==> config.mk <==
export PLATFORM = sky130hd
export DESIGN_NAME = bpfa_ctrl
export DESIGN_NICKNAME = d
export VERILOG_FILES = /design/src/hw/rtl/bpfa_pkg.sv /design/src/hw/rtl/bpfa_ctrl.sv
export SDC_FILE = /design/constraint.sdc
export NUM_CORES = 1
export LEC_CHECK = 0
export BUFFER_PORTS_ARGS = -buffer_cell sky130_fd_sc_hd__buf_2
export CAP_MARGIN = 20
export CORE_AREA = 2 2 39 41
export DETAILED_ROUTE_END_ITERATION = 8
export DIE_AREA = 0 0 41 43
export SKIP_CTS_REPAIR_TIMING = 1
export SLEW_MARGIN = 10
export SYNTH_ARGS = -nofsm -noshare
export SYNTH_HDL_FRONTEND = slang
export SYNTH_SLANG_ARGS = --single-unit
==> constraint.sdc <==
create_clock -name clk -period 2.6 [get_ports clk]
set_input_delay 0.52 -clock clk [delete_from_list [all_inputs] [get_ports clk]]
set_output_delay 0.52 -clock clk [all_outputs]
set_load 0.02 [all_outputs]
==> src/hw/rtl/bpfa_pkg.sv <==
// Package with types and constants of the bitmap page frame allocator.
`timescale 1ns / 1ps
`default_nettype none
package bpfa_pkg;

	localparam int ADDR_W = 24;
	localparam int CNT_W = 13;
	localparam int WORD_BITS = 64;
	localparam logic [CNT_W-1:0] COUNT_MAX = 13'h1FFF;
	localparam logic [CNT_W-1:0] PAGE_LIMIT_RESET = 13'd4096;

	localparam logic [1:0] OP_ALLOC = 2'd0;
	localparam logic [1:0] OP_FREE = 2'd1;
	localparam logic [1:0] OP_RESERVE = 2'd2;
	localparam logic [1:0] OP_MARK_ALL = 2'd3;

	localparam logic [1:0] STATUS_DONE = 2'd0;
	localparam logic [1:0] STATUS_OOM = 2'd1;
	localparam logic [1:0] STATUS_IGNORED = 2'd2;

	localparam logic REG_PAGE_LIMIT = 1'b0;

	typedef struct packed {
		logic [1:0] operation;
		logic [ADDR_W-1:0] address;
	} req_t;

	typedef struct packed {
		logic [ADDR_W-1:0] page_address;
		logic [1:0] status;
		logic [CNT_W-1:0] free_count;
	} rsp_t;

	typedef enum logic [2:0] {
		S_INIT,
		S_IDLE,
		S_SCAN,
		S_READ,
		S_MODIFY,
		S_CLEAR,
		S_PUSH
	} state_t;

	typedef struct packed {
		logic accept;
		logic clr_step;
		logic clear_done;
		logic scan_step;
		logic read_page;
		logic modify;
		logic push;
	} dp_cmd_t;

	typedef struct packed {
		logic [1:0] req_op;
		logic clr_last;
		logic scan_hit;
		logic scan_oom;
		logic rsp_free;
	} dp_stat_t;

endpackage
`default_nettype wire

==> src/hw/rtl/bpfa_ctrl.sv <==
// Controller state machine of the bitmap page frame allocator.
`timescale 1ns / 1ps
`default_nettype none
module bpfa_ctrl (
	input  logic               clk,
	input  logic               arst_n,
	input  logic               req_valid,
	output logic               req_ready,
	input  bpfa_pkg::dp_stat_t stat,
	output bpfa_pkg::dp_cmd_t  cmd
);
	import bpfa_pkg::*;

	state_t state_q;
	state_t state_d;

	always_ff @(posedge clk or negedge arst_n) begin
		if (!arst_n) begin
			state_q <= S_INIT;
		end else begin
			state_q <= state_d;
		end
	end

	always_comb begin
		state_d = state_q;
		unique case (state_q)
			S_INIT: begin
				if (stat.clr_last) state_d = S_IDLE;
			end
			S_IDLE: begin
				if (req_valid) begin
					unique case (stat.req_op)
						OP_ALLOC: state_d = S_SCAN;
						OP_FREE: state_d = S_READ;
						OP_RESERVE: state_d = S_READ;
						OP_MARK_ALL: state_d = S_CLEAR;
						default: state_d = S_IDLE;
					endcase
				end
			end
			S_SCAN: begin
				if (stat.scan_hit || stat.scan_oom) state_d = S_PUSH;
			end
			S_READ: state_d = S_MODIFY;
			S_MODIFY: state_d = S_PUSH;
			S_CLEAR: begin
				if (stat.clr_last) state_d = S_PUSH;
			end
			S_PUSH: begin
				if (stat.rsp_free) state_d = S_IDLE;
			end
			default: state_d = S_INIT;
		endcase
	end

	always_comb begin
		cmd = '0;
		req_ready = 1'b0;
		unique case (state_q)
			S_INIT: cmd.clr_step = 1'b1;
			S_IDLE: begin
				req_ready = 1'b1;
				cmd.accept = req_valid;
			end
			S_SCAN: cmd.scan_step = 1'b1;
			S_READ: cmd.read_page = 1'b1;
			S_MODIFY: cmd.modify = 1'b1;
			S_CLEAR: begin
				cmd.clr_step = 1'b1;
				cmd.clear_done = stat.clr_last;
			end
			S_PUSH: cmd.push = stat.rsp_free;
			default: cmd = '0;
		endcase
	end

endmodule
`default_nettype wire

==> results by stage, run 1 <==
STA:
- Setup repair after global routing left no endpoint under its margin.
- After layout, the worst setup slack is approximately 670 ps.
- Setup violations remaining at the end of the flow were counted as 0.
- The max-slew violation count is 0.
- At the pin with the least slew margin, the transition time is 403 ps.
- The number of hold-slack violations in the final timing report is 0.
- The fraction of the cycle the final worst path needs is 74.3%.
- The headroom to the max-slew limit is 73.2%.
- The smallest clock period supported by the final layout is computed as 1930 ps.
- Clock skew on the completed layout was measured at about 6.3 ps.
- The final setup TNS is 0 ps.
- Based on the critical path, the design can be clocked at up to 518 MHz.

Floorplanning:
- The die is 41 um wide.
- In this run the vertical extent of the chip is between 40 and 50 um.
- The starting density of the core is 22.0%.
- In this run the count of I/O pins placed on the die edge is 17.
- The number of placement rows is 14.
- The floorplan step defined a die boundary enclosing 1760 sq um.
- The floorplan step defined a core boundary enclosing 1380 sq um.

Detailed routing:
- The total routed wirelength is 759 um.
- After detailed routing, the number of remaining DRC violations is 0.
- Detailed routing inserted a total of 332 vias.
- The routed wire length on met2 is 327 um.
- The post-detailed-route count of antenna-violating nets is 0.
- The per-cell routed wire length is 10.5 um.
- The routed metal-1 wirelength is 362 um.
- The total met3 wirelength after detailed routing is around 43 um.
- Dividing the detail-routed via count by the number of cells gives about 4.6.
- The first detailed-routing pass took 3 iterations.
- The top metal layer carrying routed signals is met4.
- For this block, the initial DRC count from the detailed router was 2.

Synthesis:
- By area the synthesized netlist is led by sky130_fd_sc_hd__dfrtp_1 25%, sky130_fd_sc_hd__nor2_1 7.4%, sky130_fd_sc_hd__nor3b_1 7.4%.
- The number of nets in the synthesized netlist is 48.
- The share of synthesized registers carrying an async set or reset is 100%.
- The biggest area contributor in the post-synthesis netlist is sky130_fd_sc_hd__dfrtp_1.
- Yosys mapped a number of flops with a built-in enable equal to 0.
- The commonest cells after synthesis are 6 x sky130_fd_sc_hd__nor2_1, 3 x sky130_fd_sc_hd__dfrtp_1, 3 x sky130_fd_sc_hd__nand2_1, 3 x sky130_fd_sc_hd__nor3b_1.
- Synthesis produced a netlist whose cell count is 39.
- The share of synthesized area occupied by flip-flops and latches is 24.7%.
- The share of the synthesized area in the top cell type is 24.7%.
- The number of synthesized register bits is 3.
- In the post-synthesis netlist, the cell with the most instances is sky130_fd_sc_hd__nor2_1.
- For this run, the leading register cell type out of synthesis is sky130_fd_sc_hd__dfrtp_1.
- The mean area per synthesized cell is 7.80 sq um.
- Yosys mapped the design onto 25 distinct sky130hd cell types.
- The area of the mapped netlist is 304 sq um.
- During synthesis, Yosys emitted a total of 0 warnings.

Global route:
- The largest net degree at the start of global routing is 16.
- The via count of the first global-routing pass is 277.
- The total routing usage reported by global routing is under 10%.
- Summed over all layers, the global routing overflow is 0.
- The initial antenna violation count is 0.
- The global-route wire length before repair is 1130 um.

Placement:
- Once detailed placement completed, the half-perimeter wirelength came to slightly below 600 um.
- The setup slack after placement is just over 900 ps.
- Routability-driven placement finished with a final weighted congestion of 0.730.
- Input and output buffers added on the ports amount to 16.

Clocking:
- The CTS tree is yes.
- The clock reaches the later pin of the worst-skew pair after 240 ps.
- In this run the number of H-tree levels came out at 1.
- The tree is rooted in a sky130_fd_sc_hd__clkbuf_4.
- The number of buffers inserted during clock tree synthesis is 3.
- The longest clock path from root to sink contains 2 buffers.
- After clock tree synthesis, the clock-pin slew on the worst setup and hold paths is 40 ps.
- The number of clock sinks seen by CTS is 3.

Critical path:
- Together, buffers and inverters on the worst path number 1.
- Data on the critical path arrives at its endpoint at 1410 ps.
- The worst path required time is roughly 2100 ps.
- The critical path capture point type is a primary output.
- The worst flop-to-flop path endpoint is state_q[0]$_DFFE_PN0P_.
- Broken down by cell family, the worst path's largest delay share belongs to flip-flops.
- In this run the worst path has a maximum fanout of 14.
- The peak per-stage delay on the critical path is 570 ps.
- In this run the register-to-register setup slack is 1060 ps.
- The cell count of the worst reg-to-reg path is 3.
- The category of the critical setup timing path is flop to primary output.
- The reg-to-reg critical path startpoint is state_q[0]$_DFFE_PN0P_.
- The startpoint type of the worst setup path is a flop.
- The critical path goes through nand2_1 -> nor3b_1 -> buf_2.
- The slowest stage of the critical path belongs to the cell sky130_fd_sc_hd__dfrtp_1.

Cells and area:
- Compared with the post-synthesis result, the final layout area differs by 37.0%.
- The register containing the most flip-flops in the final layout is state_q.
- In the final layout, the share of cells above drive strength 1 is 39.3%.
- The core utilization of the finished layout is 30.1%.
- The number of diodes added for antenna fixing is 0.
- The largest registers in the layout are state_q: 3 flops.
- The register with the most flip-flops in the layout has 3 of them.
- The number of nets in the final layout is 66.

Power and ir drop:
- Total power for the finished layout comes to between 500 and 600 uW.
- The fraction of power spent switching nets is 48.2%.
- In this run the power density over the cells is ~1200 nW/um^2.
- The sequential share of power is 29.1%.
- Summed over all nets, the switching power comes to 246 uW.
- The static leakage is just over 0.2 nW.
- In this run, the combinational gates consume 54.2% of the power.
- The internal power of the cells is 264 uW.
- The share of total power dissipated in the clock network is 16.6%.
- The worst-case IR drop observed on VDD is 422 uV.

Run:
- The count of max-cap constraint violations is 0.

Status:
- The run finished with clean final reports.

Hold path:
- The path type of the worst min-delay path is input port to async pin.
## routing by layer
layer	GRT usage (%)	vias to the layer above
li1	-	178
met1	12.5	140
met5	0	-
met2	12.8	12
met3	1.57	2
met4	10.0	0
## worst max path at each step
stage,endpoint,start,cells past startpoint,slack [ps]
CTS,cmd[3],state_q[1]$_DFFE_PN0P_,3,670
detailed placement,cmd[3],state_q[1]$_DFFE_PN0P_,3,920
finish,cmd[4],state_q[2]$_DFFE_PN0P_,3,670
floorplan,cmd[6],state_q[0]$_DFFE_PN0P_,3,570
global route,cmd[4],state_q[2]$_DFFE_PN0P_,3,570
global placement,cmd[3],state_q[1]$_DFFE_PN0P_,3,920
## cell families after synthesis
logic type             Yosys count  share of synthesized area [%]
flip-flops                       3                           24.7
XOR/XNOR                         1                           2.88
AO/OA/AOI/OAI                   11                           28.0
buffers and inverters            3                           4.53
AND/OR/NAND/NOR                 21                           39.9
## final cells by class
class / count / area, sq um
fillers: 149 / 967
multi-input cells: 33 / 215
repair buffers: 16 / 80.1
flip-flops and latches: 3 / 75.1
clock buffers: 4 / 26.3
well taps: 16 / 20.0
## power groups by stage
stage	Sequential [mW]	Clock [mW]	Combinational, mW
global route	0.159	0.0917	0.305
CTS	0.148	0.0872	0.282
floorplan	0.0935	0	0.265
finish	0.149	0.0848	0.277
global placement	0.145	0	0.279
detailed placement	0.147	0	0.281
## metrics by stage
| stage | instances | hold slack [ps] | area (sq um) |
|---|---|---|---|
| global placement | 68 | 317 | 390 |
| CTS | 72 | 64.3 | 417 |
| finish | 72 | 65.6 | 417 |
| floorplan | 39 | 224 | 304 |
| global route | 72 | 59.2 | 417 |
| detailed placement | 68 | 320 | 390 |
## placed cells by master, fill, tap and decap left out, types with 2 or more instances in the layout
cell type	netlist	final
sky130_fd_sc_hd__nor2_1	6	6
sky130_fd_sc_hd__nand2_1	3	3
sky130_fd_sc_hd__o21bai_1	2	2
sky130_fd_sc_hd__a21oi_1	2	2
sky130_fd_sc_hd__dfrtp_1	3	3
sky130_fd_sc_hd__clkbuf_4	0	3
sky130_fd_sc_hd__buf_2	2	16
sky130_fd_sc_hd__nor3b_1	3	3
(Power assumes the default switching activity.)
==> inputs of run 2 (changes only) <==
--- a/config.mk
+++ b/config.mk
@@ -5,6 +5,7 @@
 export SDC_FILE = /design/constraint.sdc
 export NUM_CORES = 1
 export LEC_CHECK = 0
+export ABC_AREA = 1
 export BUFFER_PORTS_ARGS = -buffer_cell sky130_fd_sc_hd__buf_2
 export CAP_MARGIN = 20
 export CORE_AREA = 2 2 39 41
==> constraint.sdc (replaced) <==
create_clock -name clk -period 1.77 [get_ports clk]
set_input_delay 0.354 -clock clk [delete_from_list [all_inputs] [get_ports clk]]
set_output_delay 0.354 -clock clk [all_outputs]
set_load 0.02 [all_outputs]
==> run 2 against run 1 <==
Net effect: sequential power is 29% higher; via count is 23% higher; setup slack worse by 520 ps; critical path depth is 2 higher; combinational power is 93% higher; final cell count is 31% higher; first-iteration DRC count grew to 3.0 times the previous value; die area stayed put; core utilization is 3.1 points higher; synthesized cell count is 51% higher; non-clock buffer count is 1 higher; register-to-register slack worse by 580 ps; largest power group unchanged.
==> results by stage, run 2 <==
Critical path:
- The worst path required time is 1420 ps.
- The slowest cell on the critical path is sky130_fd_sc_hd__dfrtp_2.
- The critical path capture point type is a primary output.
- The worst setup path is launched from a flop.
- The buffers plus inverters on the worst setup path is 2.
- The kind of cell adding the most delay to the critical path is flip-flops.
- By startpoint and endpoint, the worst setup path is classified as flop to primary output.
- The cell type with the highest occurrence count on the critical path is sky130_fd_sc_hd__nor2_1.
- The highest net fanout along the worst path is 8.
- The peak per-stage delay on the critical path is roughly 450 ps.
- The signal arrival time at the worst endpoint is 1260 ps.
- Walking the worst path, the cells encountered are inv_1 -> nor2_1 -> nand2_1 -> nor2_1 -> buf_2.

Cells and area:
- The largest registers in the layout are state_q: 3 flops.
- The count of cells in the finished layout, fillers not included, comes to 94.
- The register containing the most flip-flops in the final layout is state_q.
- The number of nets in the final layout is 88.
- The flip-flop count of the largest register after layout is 3.
- Cells with a size suffix above 1 make up roughly a third of the layout.
- Leaving out fill and tap cells, the most frequent cell in the layout is sky130_fd_sc_hd__nand2_1.
- The area growth from synthesis to layout is 34.9%.
- The repair_antennas step left the layout with diodes totalling 0.
- The library cells used most frequently in the layout, excluding fill and tap cells, are 17 x sky130_fd_sc_hd__nand2_1, 16 x sky130_fd_sc_hd__buf_2, 13 x sky130_fd_sc_hd__nand3_1.

STA:
- The max-slew violation count is 0.
- The maximum frequency from static timing analysis is 618 MHz.
- The headroom to the max-slew limit is 79.0%.
- Dividing the final minimum period by the clock period gives ~90%.
- Adding up every negative setup slack in the final design gives 0 ps.
- The actual slew at the worst max-slew pin is 314 ps.
- Setup violations remaining at the end of the flow were counted as 0.
- The number of hold-slack violations in the final timing report was 0.
- The worst path needs between 1500 and 2000 ps of the cycle, external delays included.
- The smallest hold slack is ~450 ps.
- Setup repair after global routing left no endpoint under its margin.
- The worst clock skew is around 2.4 ps.
- The least setup slack across all paths after layout is approximately 150 ps.

Clocking:
- The number of buffers inserted during clock tree synthesis is 3.
- The clock-pin slew reported for the worst setup and hold paths after clock tree synthesis is 40 ps.
- The number of levels in the clock H-tree is 1.
- The number of clock sinks seen by CTS is 3.
- The cell sitting at the root of the clock tree is a sky130_fd_sc_hd__clkbuf_4.
- The later pin in the worst-skew pair is clocked with a latency of 230 ps.
- The maximum number of buffers from clock root to sink is 2.
- The CTS tree is yes.

Floorplanning:
- In this run the horizontal extent of the chip is 41 um.
- During I/O placement, the number of pins put on the boundary was 17.
- The starting density of the core is 24.6%.
- The floorplan step defined a die boundary enclosing 1760 sq um.
- The region available for standard cell placement spans 1380 sq um.
- The die is 43 um tall.
- The number of placement rows is 14.

Synthesis:
- The largest family of logic cells by synthesized area is simple AND/OR/NAND/NOR gates.
- Summing the areas of all compound-gate instances in the mapped netlist gives under 10% of the synthesized area.
- The cell area that synthesis handed to floorplanning was roughly 340 sq um.
- Summing the areas of all xor and xnor instances in the mapped netlist gives 0% of the synthesized area.
- The synthesized design contains 0 enable-type register cells.
- The Yosys step of the flow raised 0 warnings.
- The synthesized netlist devotes 0% of its cell area to adder and majority cells.
- The number of distinct library cell variants in the gate-level netlist after synthesis is 15.
- The cell type contributing the most total cell area after synthesis is sky130_fd_sc_hd__dfrtp_1.
- A synthesized cell averages 5.77 sq um.
- The most common cell in the netlist is sky130_fd_sc_hd__nand2_1.
- The number of synthesized register bits is 3.
- The area share of and/or/nand/nor cells after synthesis is 59.9%.
- Ranked by instance count, the synthesized netlist is headed by 17 x sky130_fd_sc_hd__nand2_1, 13 x sky130_fd_sc_hd__nand3_1, 8 x sky130_fd_sc_hd__inv_1, 7 x sky130_fd_sc_hd__nor2_1, 3 x sky130_fd_sc_hd__dfrtp_1.
- The multiplexer area fraction after synthesis is 0%.
- The share of synthesized area occupied by flip-flops and latches is around 22%.
- The most frequently used flop master after synthesis is sky130_fd_sc_hd__dfrtp_1.
- The number of instances in the synthesized netlist is 59.
- By area the synthesized netlist is led by sky130_fd_sc_hd__dfrtp_1 22%, sky130_fd_sc_hd__nand3_1 19%, sky130_fd_sc_hd__nand2_1 19%.
- The share of the synthesized area in the top cell type is between 20 and 25%.
- When the netlist entered floorplanning its net count stood at 68.
- The share of synthesized registers carrying an async set or reset is 100%.

Run:
- Across the run, the number of max-cap violations was 0.

Placement:
- The setup slack after placement is 303 ps.
- Counting tap cells, the placed design contains a total of between 80 and 90 instances.
- The final weighted congestion of routability-driven global placement is 0.865.
- The wire-length estimate of the detail-placed layout is 693 um.
- The count of port buffers added during placement is 16.

Global route:
- The via count of the first global-routing pass is 371.
- The global-route wire length before repair is 1350 um.
- The total routing usage reported by global routing is a little over a tenth.
- The total overflow left after global routing is 0.
- The largest net degree at the start of global routing is 10.
- The initial antenna violation count is 0.

Detailed routing:
- The detailed router finished its first iteration with 6 violations.
- After detailed routing, the average wire length per cell comes to 8.95 um.
- The via-per-instance ratio is 4.36.
- The total DRC errors in the routed layout is 0.
- The total routed wirelength is 841 um.
- The number of vias in the routed layout is 410.
- The post-detailed-route count of antenna-violating nets is 0.
- The length of the first detailed-routing pass in iterations is 4.

Hold path:
- The path type of the worst min-delay path is input port to async pin.

Power and ir drop:
- In this run the static leakage power is 0.290 nW.
- The worst voltage drop across the vdd grid is around 510 uV.
- Overall power consumption after layout is estimated at around 850 uW.
- The cell area power density is about 1800 nW/um^2.

Status:
- The flow ran to the end, and the final reports show no timing, DRC or antenna violations.
-- run 2: cell types whose count changed in the layout (fill, tap and decap cells not counted), moves of 2 or more --
| cell | previous run | this run |
|---|---|---|
| sky130_fd_sc_hd__nor3b_1 | 3 | 0 |
| sky130_fd_sc_hd__nand3_1 | 0 | 13 |
| sky130_fd_sc_hd__o21bai_1 | 2 | 0 |
| sky130_fd_sc_hd__inv_1 | 0 | 8 |
| sky130_fd_sc_hd__inv_2 | 0 | 2 |
| sky130_fd_sc_hd__nand2_1 | 3 | 17 |
| sky130_fd_sc_hd__a21oi_1 | 2 | 0 |
-- run 2: logic make-up (layout without fill, tap and decap cells) --
group / after synthesis / after routing
compound gates: 1 / 1
flops: 3 / 3
simple gates: 43 / 43
buf+inv: 12 / 31
-- run 2: final cells by class --
cell class / count / area [sq um]
inverter: 10 / 37.5
clock buffer: 4 / 26.3
sequential: 3 / 76.3
tap: 16 / 20.0
timing repair buffer: 17 / 90.1
fill: 153 / 925
multi-input combinational: 44 / 209
-- run 2: routing by layer --
metal  GRT usage [%]  routed length [um]  vias up
met1            13.6                 369      174
met5               0                   0        -
met4            4.00                  14        0
met3               0                  43        2
met2            18.1                 414       10
li1                -                   -      224
-- run 2: path summary, 6_finish.rpt --
check | startpoint | to | slack (ps) | cells past startpoint
worst max register to register | state_q[2]$_DFFE_PN0P_ | state_q[2]$_DFFE_PN0P_ | 480 | 7
worst min register to register | state_q[1]$_DFFE_PN0P_ | state_q[1]$_DFFE_PN0P_ | 610 | 2
max in group asynchronous | arst_n | state_q[1]$_DFFE_PN0P_ | 1210 | 2
worst min-delay path | arst_n | state_q[0]$_DFFE_PN0P_ | 450 | 2
min in group clk | req_valid | state_q[1]$_DFFE_PN0P_ | 520 | 5
worst max-delay path | state_q[1]$_DFFE_PN0P_ | cmd[0] | 150 | 5
-- run 2: worst register-to-register path, stage by stage (launching register included) --
cell                      delay (ps)
sky130_fd_sc_hd__dfrtp_1         510
sky130_fd_sc_hd__inv_2           150
sky130_fd_sc_hd__nand2_1         120
sky130_fd_sc_hd__nand2_1          60
sky130_fd_sc_hd__nand2_1          60
sky130_fd_sc_hd__nand4_1         130
sky130_fd_sc_hd__nand2_1          90
sky130_fd_sc_hd__nand2_1          50
-- run 2: power breakdown --
part	internal [mW]	total, mW	switching, mW
sequential	0.109	0.192	0.0839
clock	0.0844	0.119	0.0345
combinational	0.184	0.534	0.350
-- run 2: stage by stage --
stage	utilization, %	area (sq um)
6_report	33.2	459
5_1_grt	33.2	459
4_1_cts	32.4	448
3_5_place_dp	30.5	422
3_3_place_gp	30.5	422
2_1_floorplan	-	340
